File: config.mk
export PLATFORM = sky130hd
export DESIGN_NAME = fdtd_seq
export DESIGN_NICKNAME = d
export VERILOG_FILES = /design/src/rtl/fdtd_pkg.sv /design/src/rtl/fdtd_seq.sv
export SDC_FILE = /design/constraint.sdc
export NUM_CORES = 1
export LEC_CHECK = 0
export BUFFER_PORTS_ARGS = -buffer_cell sky130_fd_sc_hd__buf_4
export CAP_MARGIN = 20
export CORE_MARGIN = 5
export CORE_UTILIZATION = 35
export CTS_CLUSTER_DIAMETER = 100
export DETAILED_ROUTE_END_ITERATION = 7
export PLACE_DENSITY = 0.58
export SLEW_MARGIN = 10
export SYNTH_ARGS = -nofsm -noshare
export SYNTH_HDL_FRONTEND = slang
export SYNTH_SLANG_ARGS = --single-unit
File: constraint.sdc
create_clock -name clk -period 6.7 [get_ports clk]
set_input_delay 0.335 -clock clk [delete_from_list [all_inputs] [get_ports clk]]
set_output_delay 0.335 -clock clk [all_outputs]
set_load 0.02 [all_outputs]
File: src/rtl/fdtd_pkg.sv
package fdtd_pkg;

	// grid size default
	localparam int CELLS_DEF = 2048;

	// field and coefficient widths
	localparam int VAL_W     = 32;
	localparam int COEF_W    = 40;
	localparam int IDX_W     = 11;
	localparam int REG_IDX_W = 2;

	// multiply-shift datapath widths
	localparam int DIFF_W = VAL_W + 1;
	localparam int HALF_W = COEF_W / 2;
	localparam int PROD_W = DIFF_W + HALF_W + 1;
	localparam int SUM_W  = PROD_W + HALF_W;
	localparam int FRAC   = 24;
	localparam int Q_W    = SUM_W - FRAC;
	localparam int ACC_W  = Q_W + 2;

	// register reset values
	localparam logic [COEF_W-1:0] E_COEF_RST = 40'd6320485838;
	localparam logic [COEF_W-1:0] H_COEF_RST = 40'd44534;
	localparam logic [IDX_W-1:0]  SOURCE_RST = 11'd500;

	typedef logic signed [VAL_W-1:0] val_t;
	typedef logic [COEF_W-1:0]       coef_t;

	typedef enum logic [REG_IDX_W-1:0] {
		REG_E_COEF = 2'd0,
		REG_H_COEF = 2'd1,
		REG_SOURCE = 2'd2
	} reg_idx_t;

	typedef enum logic {
		OP_TICK = 1'b0,
		OP_READ = 1'b1
	} opcode_t;

	// what an issued element does in the pipeline
	typedef enum logic [1:0] {
		K_CELL  = 2'd0,
		K_GAUSS = 2'd1,
		K_READ  = 2'd2
	} kind_t;

	typedef enum logic {
		PH_H = 1'b0,
		PH_E = 1'b1
	} phase_t;

	// control word from the sequencer to the datapath
	typedef struct packed {
		logic   valid;
		logic   clear;
		kind_t  kind;
		phase_t phase;
		logic   zero_d;
		logic   fix;
		logic   oob;
	} issue_t;

	localparam logic signed [ACC_W-1:0] ACC_MAX = ACC_W'(32'sh7fffffff);
	localparam logic signed [ACC_W-1:0] ACC_MIN = ACC_W'(32'sh80000000);

	// saturate a wide signed sum to the cell range
	function automatic val_t sat32(input logic signed [ACC_W-1:0] v);
		val_t r;
		if (v > ACC_MAX) begin
			r = 32'sh7fffffff;
		end else if (v < ACC_MIN) begin
			r = 32'sh80000000;
		end else begin
			r = v[VAL_W-1:0];
		end
		return r;
	endfunction

endpackage

File: src/rtl/fdtd_seq.sv
module fdtd_seq #(
	parameter int CELLS = fdtd_pkg::CELLS_DEF,
	localparam int AW = $clog2(CELLS)
) (
	input  logic                       clk,
	input  logic                       arst_n,
	input  logic                       accept,
	input  logic                       opcode,
	input  fdtd_pkg::val_t             gauss_value,
	input  fdtd_pkg::val_t             sine_value,
	input  logic [fdtd_pkg::IDX_W-1:0] cell_index,
	input  logic [fdtd_pkg::IDX_W-1:0] source_cell,
	input  logic                       out_free,
	input  logic                       core_busy,
	output logic                       ready,
	output fdtd_pkg::issue_t           op,
	output logic [AW-1:0]              m_addr,
	output logic [AW-1:0]              nb_addr,
	output logic [AW-1:0]              old_addr,
	output fdtd_pkg::val_t             gauss,
	output fdtd_pkg::val_t             sine
);
	import fdtd_pkg::*;

	typedef enum logic [7:0] {
		S_CLEAR  = 8'b0000_0001,
		S_IDLE   = 8'b0000_0010,
		S_GAUSS  = 8'b0000_0100,
		S_HSWEEP = 8'b0000_1000,
		S_HDRAIN = 8'b0001_0000,
		S_ESWEEP = 8'b0010_0000,
		S_EDRAIN = 8'b0100_0000,
		S_READ   = 8'b1000_0000
	} seq_state_t;

	localparam logic [AW-1:0] LAST     = AW'(CELLS - 1);
	localparam logic [AW-1:0] PEN      = AW'(CELLS - 2);
	localparam logic [AW-1:0] ONE_ADDR = AW'(1);

	seq_state_t state_q, state_n;
	logic [AW-1:0] cnt_q, cnt_n;
	issue_t op_q, op_n;
	logic [AW-1:0] m_q, nb_q, old_q, m_n, nb_n, old_n;
	val_t gauss_q, sine_q;
	logic [IDX_W-1:0] idx_q;

	logic cnt_last, cnt_zero, src_in, h_src_ok, busy_all;
	logic [AW-1:0] src_addr, idx_addr;

	assign cnt_last = (cnt_q == LAST);
	assign cnt_zero = (cnt_q == '0);
	assign src_in   = 32'(source_cell) < 32'(CELLS);
	assign h_src_ok = src_in && (source_cell != '0);
	assign src_addr = AW'(source_cell);
	assign idx_addr = AW'(idx_q);
	assign busy_all = op_q.valid || core_busy;

	// next state and element to issue
	always_comb begin
		state_n = state_q;
		cnt_n   = cnt_q;
		op_n    = '0;
		m_n     = cnt_q;
		nb_n    = cnt_q;
		old_n   = cnt_q;
		case (state_q)
			S_CLEAR: begin
				op_n.valid = 1'b1;
				op_n.clear = 1'b1;
				if (cnt_last) begin
					cnt_n   = '0;
					state_n = S_IDLE;
				end else begin
					cnt_n = cnt_q + 1'b1;
				end
			end
			S_IDLE: begin
				if (accept) begin
					state_n = (opcode == OP_READ) ? S_READ : S_GAUSS;
				end
			end
			S_GAUSS: begin
				op_n.valid = 1'b1;
				op_n.kind  = K_GAUSS;
				op_n.phase = PH_H;
				cnt_n      = '0;
				state_n    = S_HSWEEP;
			end
			S_HSWEEP: begin
				// last element copies its neighbor; the read beats the neighbor's write
				op_n.valid  = 1'b1;
				op_n.kind   = K_CELL;
				op_n.phase  = PH_H;
				op_n.zero_d = cnt_last;
				op_n.fix    = h_src_ok && (cnt_q == src_addr - 1'b1);
				nb_n        = cnt_last ? '0 : cnt_q + 1'b1;
				old_n       = cnt_last ? PEN : cnt_q;
				if (cnt_last) begin
					cnt_n   = '0;
					state_n = S_HDRAIN;
				end else begin
					cnt_n = cnt_q + 1'b1;
				end
			end
			S_HDRAIN: begin
				if (!busy_all) begin
					state_n = S_ESWEEP;
				end
			end
			S_ESWEEP: begin
				// first element copies its neighbor before that one is updated
				op_n.valid  = 1'b1;
				op_n.kind   = K_CELL;
				op_n.phase  = PH_E;
				op_n.zero_d = cnt_zero;
				op_n.fix    = src_in && (cnt_q == src_addr);
				nb_n        = cnt_zero ? '0 : cnt_q - 1'b1;
				old_n       = cnt_zero ? ONE_ADDR : cnt_q;
				if (cnt_last) begin
					cnt_n   = '0;
					state_n = S_EDRAIN;
				end else begin
					cnt_n = cnt_q + 1'b1;
				end
			end
			S_EDRAIN: begin
				if (!busy_all) begin
					state_n = S_IDLE;
				end
			end
			S_READ: begin
				if (out_free) begin
					op_n.valid = 1'b1;
					op_n.kind  = K_READ;
					op_n.oob   = !(32'(idx_q) < 32'(CELLS));
					m_n        = idx_addr;
					old_n      = idx_addr;
					state_n    = S_IDLE;
				end
			end
			default: begin
				state_n = S_IDLE;
			end
		endcase
	end

	// state and issue register
	always_ff @(posedge clk or negedge arst_n) begin
		if (!arst_n) begin
			state_q <= S_CLEAR;
			cnt_q   <= '0;
			op_q    <= '0;
		end else begin
			state_q <= state_n;
			cnt_q   <= cnt_n;
			op_q    <= op_n;
		end
	end

	// addresses and latched request
	always_ff @(posedge clk) begin
		m_q   <= m_n;
		nb_q  <= nb_n;
		old_q <= old_n;
		if (accept) begin
			gauss_q <= gauss_value;
			sine_q  <= sine_value;
			idx_q   <= cell_index;
		end
	end

	assign ready    = (state_q == S_IDLE);
	assign op       = op_q;
	assign m_addr   = m_q;
	assign nb_addr  = nb_q;
	assign old_addr = old_q;
	assign gauss    = gauss_q;
	assign sine     = sine_q;
endmodule

==> summary.md, run 1 <==
| Metric | Value |
|---|---|
| Status | `finished, final reports clean` |
| Sw Ratio | `28.3%` |
| EDFF count, synth | `75` |
| Pint | `1640 µW` |
| Latest clock arrival within the worst-skew pair | `410 ps` |
| CP endpoint kind | `flip-flop` |
| # rows | `45` |
| Relative slew margins | `35.5%` |
| Antenna Cells | `0` |
| Setup_tns | `0 ps` |
| Crit Path Class | `flip-flop to flip-flop` |
| Sw power | `647 µW` |
| PortBufs | `196` |
| Combinational Power Share | `19.3%` |
| Worst-path fanout max | `11` |
| Initial Util | `35.5%` |
| PD cells | `303 mW/mm²` |
| Crit path launch | `cnt_q[1]$_DFFE_PN0P_` |
| Vias/cell | `5.07` |
| Multi-input logic area | `0.00167 mm²` |
| Worst r2r src | `cnt_q[1]$_DFFE_PN0P_` |
| First-pass GRT wire length | `23.8 mm` |
| Clock Pin Slew Worst Setup and Hold Paths | `60 ps` |
| CTS tree | `done` |
| Post-synthesis sequential area ratio | `66.5%` |
| Fillers | `1353` |
| Final setup fails | `0` |
| Pins Over Slew Limit | `0` |
| # DRC | `0` |
| Flip-flop and latch area | `0.00356 mm²` |
| Synthesis Warnings | `0` |
| Syn_nets | `517` |
| Mapped Area | `0.00536 mm²` |
| Clk root buf | `clkbuf_16` |
| Setup ws final | `3790 ps` |
| Tcrit/Tclk final | `43.4%` |
| Synth area leaders | `edfxtp_1 42%, dfxtp_1 12%, dfrtp_1 12%, mux2_2 2.7%, nor2_1 2.2%` |
| Tot Pwr | `2280 µW` |
| Die height | `134 µm` |
| Final wirelength | `15.1 mm` |
| Syn Inst Count | `421` |
| Gr ovfl total | `0` |
| Top FF cell, synth | `edfxtp_1` |
| Worst Max-Slew Pin Slew | `967 ps` |
| CTS buffer count | `17` |
| Synth Area per Inst | `12.7 µm²` |
| Crit path buf inv count | `2` |
| Worst path cell trace | `inv_1 > ha_1 > or3b_4 > or4_4 > o41ai_4 > inv_2 > a221oi_2 > a21oi_1` |
| Num ports | `198` |
| CP max stage cell | `dfrtp_1` |
| TritonCTS sink count | `134` |
| # resized after CTS | `0` |
| Max-cap violations | `0` |
| Worst EP arrival | `3180 ps` |
| Fin crit period | `2910 ps` |
| Initial antenna violation count | `0` |
| DR WL/cell | `18.6 µm` |
| Final layout net count | `710` |
| Clk buf depth | `2` |
| Leakage power | `0.00330 µW` |
| Synth area leader | `edfxtp_1` |
| Number of synthesized register bits | `134` |
| Tot GR Track Use | `17.2%` |
| Starting DRT DRC Count | `248` |
| Share of flip-flops with an asynchronous set or reset | `19.4%` |
| Placed Area | `0.00697 mm²` |
| Crit path max-delay family | `simple AND/OR/NAND/NOR gates` |
| WP data required | `6970 ps` |
| Hold WC Path Type | `primary input to flip-flop` |
| Total number of vias | `4128` |
| Post-CTS Setup Inserts | `0` |
| FF-to-FF End | `nb_addr[4]$_DFF_P_` |
| Clock Skews | `6.65 ps` |
| Die ar. | `0.0179 mm²` |
| Area grow syn2layout | `40.4%` |
| Vias in the first global route | `4304` |
| Largest stage delay, worst path | `550 ps` |
| Final hold slack | `90.7 ps` |
| Min-Delay Path Depth | `2` |
| Most common cell after layout, fill and taps aside | `buf_4` |
| Number of detailed-route iterations in the first pass | `4` |
| Global placer's final weighted congestion | `0.842` |
| Clock network fraction of design power | `37.0%` |
| Dpl ws | `3830 ps` |
| Area share of the largest cell type after synthesis | `42.0%` |
| Hold-fix buffers, CTS | `1` |
| Worst VDD drop | `0.187 mV` |
| Post-synthesis cell type count | `59` |
| FF-to-FF path depth | `8` |
| RSZ-0062 raised after global routing | `false` |
| Die width | `134 µm` |
| Commonest non-fill, non-tap cells in the layout | `196 x buf_4, 75 x edfxtp_1, 33 x dfxtp_1, 32 x nor2_1, 28 x nand2_1` |
| Max frequency | `344 MHz` |
| Fraction of layout cells with a size suffix above 1 | `39.8%` |
| CP startpoint kind | `flip-flop` |
| Maximum number of pins on one net before global-route repair | `78` |
| Final instance area | `0.00752 mm²` |
| Seq pwr share | `43.7%` |
| CORE AREA | `0.0151 mm²` |
| CTS HTree Levels | `4` |
| Critical path depth | `8` |
| R2R Setup Slk | `3790 ps` |
| Worst setup endpoint | `nb_addr[4]$_DFF_P_` |
| DRT antenna net count | `0` |
| Post-DP HPWL | `11.2 mm` |
| Fin. Hold Viols | `0` |
[synthesized netlist by cell type (6+ instances only)]
cell type and instances:
nor2_1 32, mux2_2 13, xnor2_1 7, dfxtp_1 33, clkbuf_1 20, a21oi_1 7
nand3_1 20, nor3_1 18, xor2_1 13, dfrtp_1 25, nand2_1 28, o31ai_1 8
o21ai_0 21, o22ai_1 6, edfxtp_1 75, inv_1 7, nand2b_1 9, and3_1 8
[worst min-delay path by stage]
stage,startpoint,endpoint
detailed placement,arst_n,op[3]$_DFF_PN0_
global route,sine_value[1],sine[1]$_DFFE_PP_
floorplan,arst_n,cnt_q[0]$_DFFE_PN0P_
global placement,arst_n,op[3]$_DFF_PN0_
finish,opcode,state_q[2]$_DFFE_PN0P_
CTS,opcode,state_q[2]$_DFFE_PN0P_
[sequential cells by signal (all words and copies together) (netlist names)]
name / cells
nb_addr: 11
state_q: 8
gauss: 32
m_addr: 11
old_addr: 11
idx_addr: 11
cnt_q: 11
sine: 32
op: 7
[metrics by stage]
step | util [%] | instances
3_5_place_dp | 46.2 | 781
2_1_floorplan | - | 421
3_3_place_gp | 46.2 | 781
4_1_cts | 49.8 | 813
6_report | 49.8 | 814
5_1_grt | 49.8 | 814
[cell type report]
cell class,count,area share [%]
flip-flops and latches,134,47.4
multi-input cells,255,22.1
repair buffers,198,19.8
clock buffers,17,5.66
well taps,188,3.13
clock inverters,14,1.51
inverters,8,0.399
[layer usage]
layer,vias up,part of all wire [%],track usage [%]
met5,-,0,0
met4,0,1.5,6.29
met3,16,13,9.44
met2,195,47,26.7
met1,1951,39,20.1
li1,1966,-,-
[cell families after synthesis]
kind of cell             synth area share [%]
buffers and inverters                    2.38
multiplexers                             2.92
XOR/XNOR                                 3.27
other                                  0.0700
adder cells (fa/ha/maj)                 0.934
AO/OA/AOI/OAI                            9.81
flip-flops                               66.5
AND/OR/NAND/NOR                          14.1
[worst register-to-register path, cell delays in order, from the launching register on]
cell and delay, ps:
dfrtp_1 550, inv_1 180, ha_1 210, or3b_4 420, or4_4 510, o41ai_4 400, inv_2 160, a221oi_2 250
a21oi_1 90
[power groups by stage]
stage	clock (µW)	sequential, µW	combinational, µW
4_1_cts	865	998	444
2_1_floorplan	0	1060	195
3_3_place_gp	0	1010	440
5_1_grt	905	1010	481
3_5_place_dp	0	1010	441
6_report	844	998	440
No activity file was read; power rests on OpenSTA's default activity.
==> run 2, diff against run 1 <==
- clock period: 6.7 -> 2.81 ns (I/O delays scaled with it)
==> run 2 against run 1 <==
Effect of this change: utilization grew 6.1 points; non-clock buffer count grew 95; via count grew 9.6%; power grew 150%; sequential cell count is the same; clock skew grew 1.7 ps; combinational power grew to 2.8 times the previous value; first-iteration DRC count grew 13%; register-to-register slack lost 3600 ps; sequential share of layout area shrank 5.2 points; setup slack lost 3600 ps; critical path type unchanged.
==> summary.md, run 2 (synthesized netlist as in run 1, its figures left out) <==
| Metric | Value |
|---|---|
| TritonCTS sink count | `134 (unchanged)` |
| Worst EP arrival | `2880 ps (-300 ps)` |
| Pins Over Slew Limit | `0 (unchanged)` |
| Area grow syn2layout | `57.6%` |
| Fillers | `1251 (-7.5%)` |
| Fraction of layout cells with a size suffix above 1 | `37.3% (-2.5 points)` |
| Worst r2r src | `cnt_q[0]$_DFFE_PN0P_` |
| # resized after CTS | `0 (unchanged)` |
| Initial antenna violation count | `0 (unchanged)` |
| Relative slew margins | `52.6% (+17 points)` |
| Tcrit/Tclk final | `93.0% (+50 points)` |
| Dpl ws | `193 ps (-3640 ps)` |
| CTS buffer count | `17 (unchanged)` |
| Final layout net count | `805 (+13%)` |
| Clk buf depth | `2 (unchanged)` |
| Gr ovfl total | `0 (unchanged)` |
| CTS tree | `done` |
| CP endpoint kind | `flip-flop` |
| Setup_tns | `0 ps (unchanged)` |
| Hold WC Path Type | `primary input to flip-flop` |
| Number of detailed-route iterations in the first pass | `5 (+1)` |
| Crit Path Class | `flip-flop to flip-flop` |
| Die ar. | `0.0179 mm² (unchanged)` |
| Latest clock arrival within the worst-skew pair | `410 ps (about the same)` |
| Fin crit period | `2610 ps (-298 ps)` |
| Worst VDD drop | `0.477 mV (+150%)` |
| DR WL/cell | `18.5 µm (-0.18%)` |
| CP startpoint kind | `flip-flop` |
| # DRC | `0 (unchanged)` |
| Clock Skews | `8.36 ps (+1.71 ps)` |
| Final wirelength | `16.9 mm (+12%)` |
| Hold Startpoint | `source_cell[7]` |
| PortBufs | `196 (unchanged)` |
| Crit path launch | `cnt_q[0]$_DFFE_PN0P_` |
| Total number of vias | `4523 (+9.6%)` |
| Antenna Cells | `0 (unchanged)` |
| Clock Pin Slew Worst Setup and Hold Paths | `60 ps (about the same)` |
| DRT antenna net count | `0 (unchanged)` |
| Initial Util | `35.5% (unchanged)` |
| Post-DP HPWL | `11.7 mm (+4.4%)` |
| Worst Max-Slew Pin Slew | `710 ps (-257 ps)` |
| Clk root buf | `clkbuf_16` |
| Leakage power | `0.00372 µW (+13%)` |
| Global placer's final weighted congestion | `0.861 (+2.2%)` |
| Setup ws final | `197 ps (-3590 ps)` |
| Status | `finished, final reports clean` |
| Worst path cell trace | `inv_1 > ha_1 > or3b_4 > or4_4 > o41ai_4 > inv_2 > a221oi_2 > a21oi_1` |
| Num ports | `198 (unchanged)` |
| # rows | `45 (unchanged)` |
| Final setup fails | `0 (unchanged)` |
| Post-CTS Setup Inserts | `0 (unchanged)` |
| FF-to-FF path depth | `8 (unchanged)` |
| Max-cap violations | `0 (unchanged)` |
| Vias/cell | `4.97 (-2.0%)` |
| Starting DRT DRC Count | `281 (+13%)` |
| Vias in the first global route | `4866 (+13%)` |
| Tot GR Track Use | `19.2% (+2.0 points)` |
| CTS HTree Levels | `4 (unchanged)` |
| CORE AREA | `0.0151 mm² (unchanged)` |
| Most common cell after layout, fill and taps aside | `buf_4` |
| PD cells | `670 mW/mm² (+120%)` |
| WP data required | `3080 ps (-3890 ps)` |
| Die height | `134 µm (unchanged)` |
| RSZ-0062 raised after global routing | `false` |
| First-pass GRT wire length | `26.6 mm (+12%)` |
| Hold-fix buffers, CTS | `78 (+77)` |
| Die width | `134 µm (unchanged)` |
| Maximum number of pins on one net before global-route repair | `33 (-58%)` |
| Min-Delay Path Depth | `4 (+2)` |
| Max frequency | `383 MHz (+11%)` |
| Worst-path fanout max | `6 (-5)` |
| Fin. Hold Viols | `0 (unchanged)` |
| CP max stage cell | `or4_4` |
| Commonest non-fill, non-tap cells in the layout | `215 x buf_4, 78 x dlygate4sd3_1, 75 x edfxtp_1, 33 x dfxtp_1, 32 x nor2_1` |
| Largest stage delay, worst path | `510 ps (-40 ps)` |
-- run 2: cell count changes in the layout (fill, tap and decap cells not counted), sizes merged --
cell	previous run	this run
clkbuf	17	20
dlygate4sd3	1	78
inv	8	9
buf	197	215
clkinvlp	2	3
clkinv	11	7
-- run 2: final timing paths --
kind	to	slack [ps]
min reg2reg	old_addr[2]$_DFF_P_	480
min	op[1]$_DFF_PN0_	70
min in group asynchronous	op[6]$_DFF_PN0_	200
max in group asynchronous	state_q[0]$_DFFE_PN1P_	2290
max reg2reg	nb_addr[4]$_DFF_P_	200
max	nb_addr[4]$_DFF_P_	200
-- run 2: final cells by class --
cell class / instances / area [µm²] / area share [%]
clock inverters: 12 / 106 / 1.26
inverters: 8 / 30.0 / 0.356
repair buffers: 293 / 2390 / 28.4
well taps: 188 / 235 / 2.79
multi-input cells: 255 / 1670 / 19.7
clock buffers: 20 / 447 / 5.29
flip-flops and latches: 134 / 3560 / 42.2
-- run 2: stage by stage --
step                      total power, µW  hold slack (ps)  area [µm²]  instances  util (%)
after floorplan                      2990             -155        5360        421         -
after global placement               3510             90.9        7110        800      47.1
after detailed placement             3520             93.2        7110        800      47.1
after CTS                            5690             48.3        8440        910      56.0
after global routing                 5910             94.6        8440        910      56.0
final                                5650             70.6        8440        910      56.0
-- run 2: critical path: cells and delay by family, from the launching register on --
family	cells	cell delay, ps
DFF	1	380
adders and majority gates	1	200
buffers and inverters	2	240
and+or+nand+nor	2	940
AOI/OAI and AO/OA	3	710
-- run 2: where the power goes --
part | internal (µW) | leakage (µW) | switching [µW]
sequential | 2260 | 0.00135 | 95.3
combinational | 545 | 0.00210 | 686
clock | 1240 | 0.000264 | 834
total | 4040 | 0.00372 | 1610
-- run 2: routing by layer --
layer  GRT usage, %  wire length [µm]
met2           31.2              8200
met5              0                 0
met1           22.5              6540
met4           5.60               255
met3           9.25              1870
==> run 3, diff against run 2 <==
- PLACE_DENSITY: 0.58 -> unset
- PLACE_DENSITY_LB_ADDON: unset -> 0.05
- RECOVER_POWER: unset -> 100
- REMOVE_ABC_BUFFERS: unset -> 1
==> run 3 against run 2 <==
Effect of this change: the run now ends with capacitance limit, slew limit left; setup slack lost 70 ps; non-clock buffer count grew 5; design area shrank 4.4%; register-to-register slack lost 70 ps; sequential power is essentially flat; maximum frequency shrank 2.6%; sequential share of layout area grew 1.9 points; combinational power shrank 11%; first-iteration DRC count shrank 13%; largest power group unchanged.
==> summary.md, run 3 (synthesized netlist as in run 1, its figures left out) <==
| Metric | Value |
|---|---|
| Initial Util | `35.5% (unchanged)` |
| Multi-input logic area | `0.00165 mm² (-0.75%)` |
| Fin crit period | `2680 ps (+69.7 ps)` |
| DRT antenna net count | `0 (unchanged)` |
| Number of detailed-route iterations in the first pass | `4 (-1)` |
| Global placer's final weighted congestion | `0.856 (-0.57%)` |
| Final instance area | `0.00807 mm² (-4.4%)` |
| Hold WC Path Type | `primary input to flip-flop` |
| Fillers | `1395 (+12%)` |
| Fin. Hold Viols | `0 (unchanged)` |
| Fraction of layout cells with a size suffix above 1 | `22.8% (-14 points)` |
| Worst VDD drop | `0.427 mV (-11%)` |
| Clk root buf | `clkbuf_16` |
| Final layout net count | `810 (+0.62%)` |
| Clock network fraction of design power | `38.7% (+2.1 points)` |
| Die ar. | `0.0179 mm² (unchanged)` |
| Worst path cell trace | `inv_1 > ha_2 > or3b_4 > or4_4 > o41ai_4 > buf_4 > inv_2 > a221oi_2 > a21oi_1` |
| CP max stage cell | `or4_4` |
| Final hold slack | `60.3 ps (-10.3 ps)` |
| Largest stage delay, worst path | `520 ps (about the same)` |
| Antenna Cells | `0 (unchanged)` |
| Leakage power | `0.00331 µW (-11%)` |
| Sw power | `1620 µW (+0.11%)` |
| Clock Skews | `8.82 ps (+0.466 ps)` |
| Post-DP HPWL | `11.2 mm (-4.2%)` |
| Clk buf depth | `2 (unchanged)` |
| Commonest non-fill, non-tap cells in the layout | `111 x clkbuf_1, 78 x dlygate4sd3_1, 75 x edfxtp_1, 75 x clkbuf_4, 33 x dfxtp_1` |
| Worst-path fanout max | `6 (unchanged)` |
| Total number of vias | `4500 (-0.51%)` |
| PortBufs | `196 (unchanged)` |
| Tot GR Track Use | `18.0% (-1.2 points)` |
| Crit Path Class | `flip-flop to flip-flop` |
| First-pass GRT wire length | `24.9 mm (-6.6%)` |
| Initial antenna violation count | `0 (unchanged)` |
| Failing checks | `capacitance limit, slew limit` |
| Seq pwr share | `41.8% (+0.2 points)` |
| Worst EP arrival | `2960 ps (+80 ps)` |
| CTS buffer count | `17 (unchanged)` |
| Most common cell after layout, fill and taps aside | `clkbuf_1` |
| TritonCTS sink count | `134 (unchanged)` |
| Vias in the first global route | `4742 (-2.5%)` |
| # DRC | `0 (unchanged)` |
| Worst Max-Slew Pin Slew | `1560 ps (+851 ps)` |
| Maximum number of pins on one net before global-route repair | `31 (-6.1%)` |
| CORE AREA | `0.0151 mm² (unchanged)` |
| CP startpoint kind | `flip-flop` |
| Final wirelength | `15.9 mm (-5.5%)` |
| Die height | `134 µm (unchanged)` |
| Flip-flop and latch area | `0.00356 mm² (unchanged)` |
| Final setup fails | `0 (unchanged)` |
| Setup_tns | `0 ps (unchanged)` |
| Pint | `3990 µW (-1.2%)` |
| Latest clock arrival within the worst-skew pair | `410 ps (about the same)` |
| WP data required | `3090 ps (about the same)` |
| PD cells | `694 mW/mm² (+3.7%)` |
| Placed Area | `0.00712 mm² (+0.21%)` |
| Final core occ | `53.5% (-2.4 points)` |
| Pins Over Slew Limit | `27 (+27)` |
| Tcrit/Tclk final | `95.5% (+2.5 points)` |
| Area grow syn2layout | `50.7%` |
| Tot Pwr | `5610 µW (-0.85%)` |
| DR WL/cell | `17.4 µm (-6.0%)` |
| Relative slew margins | `-4.09% (-57 points)` |
| Max-cap violations | `1 (+1)` |
| Clock Pin Slew Worst Setup and Hold Paths | `60 ps (about the same)` |
| Starting DRT DRC Count | `245 (-13%)` |
| Die width | `134 µm (unchanged)` |
| Num ports | `198 (unchanged)` |
| CTS HTree Levels | `4 (unchanged)` |
| Status | `complete, but fails checks` |
| Combinational Power Share | `19.5% (-2.3 points)` |
| CP endpoint kind | `flip-flop` |
| Max frequency | `373 MHz (-2.6%)` |
| # rows | `45 (unchanged)` |
| Sw Ratio | `28.8% (+0.28 points)` |
| Vias/cell | `4.92 (-1.1%)` |
| Gr ovfl total | `0 (unchanged)` |
| CTS tree | `done` |
## run 3: changes by cell type in the layout (fill, tap and decap cells not counted), sizes merged
cell,previous run,this run
bufinv,1,2
buf,215,32
clkbuf,20,205
inv,9,11
## run 3: power by group through the flow
stage | Combinational, µW | Sequential (µW) | Clock [µW]
final | 1090 | 2340 | 2170
after floorplan | 423 | 2550 | 0
after global routing | 1190 | 2360 | 2310
after CTS | 1210 | 2350 | 2230
after global placement | 1120 | 2390 | 0
after detailed placement | 1120 | 2390 | 0
## run 3: final timing paths
check,start,endpoint,slack [ps],depth (start not counted)
min in group asynchronous,arst_n,cnt_q[1]$_DFFE_PN0P_,650,2
max in group asynchronous,arst_n,op[4]$_DFF_PN0_,1250,2
setup reg to reg,cnt_q[0]$_DFFE_PN0P_,nb_addr[4]$_DFF_P_,130,9
hold / removal,core_busy,state_q[4]$_DFFE_PN0P_,60,3
setup / recovery,cnt_q[0]$_DFFE_PN0P_,nb_addr[4]$_DFF_P_,130,9
hold reg to reg,idx_addr[2]$_DFFE_PP_,m_addr[2]$_DFF_P_,480,2
## run 3: metrics by stage
step	cells	setup slack [ps]
after global placement	802	235
after detailed placement	802	122
after CTS	912	98.6
final	915	128
after global routing	915	-13.1
after floorplan	397	274
## run 3: critical path: cells and delay by family (launching register included)
kind,cells,cell delay [ps]
simple gates,2,920
buf+inv,3,330
flops,1,400
compound gates,3,700
fa+ha+maj,1,200
## run 3: per-layer routing
metal	track usage, %	part of all wire, %	vias to the layer above
li1	-	-	2156
met1	20.6	39	2144
met2	30.4	50	173
met3	6.57	8.5	27
met4	7.54	2.4	0
met5	0	0	-
## run 3: cell type report
type,instances,share of cell area [%]
flip-flops and latches,134,44.2
repair buffers,298,24.9
multi-input cells,255,20.5
clock buffers,17,5.27
well taps,188,2.91
clock inverters,15,1.92
inverters,8,0.372
## run 3: timing repair
action,CTS,global route
buffers inserted,0,3
endpoints found under the hold margin,103,0
hold buffers,78,0
resized for setup,0,1
setup endpoints to repair,0,6
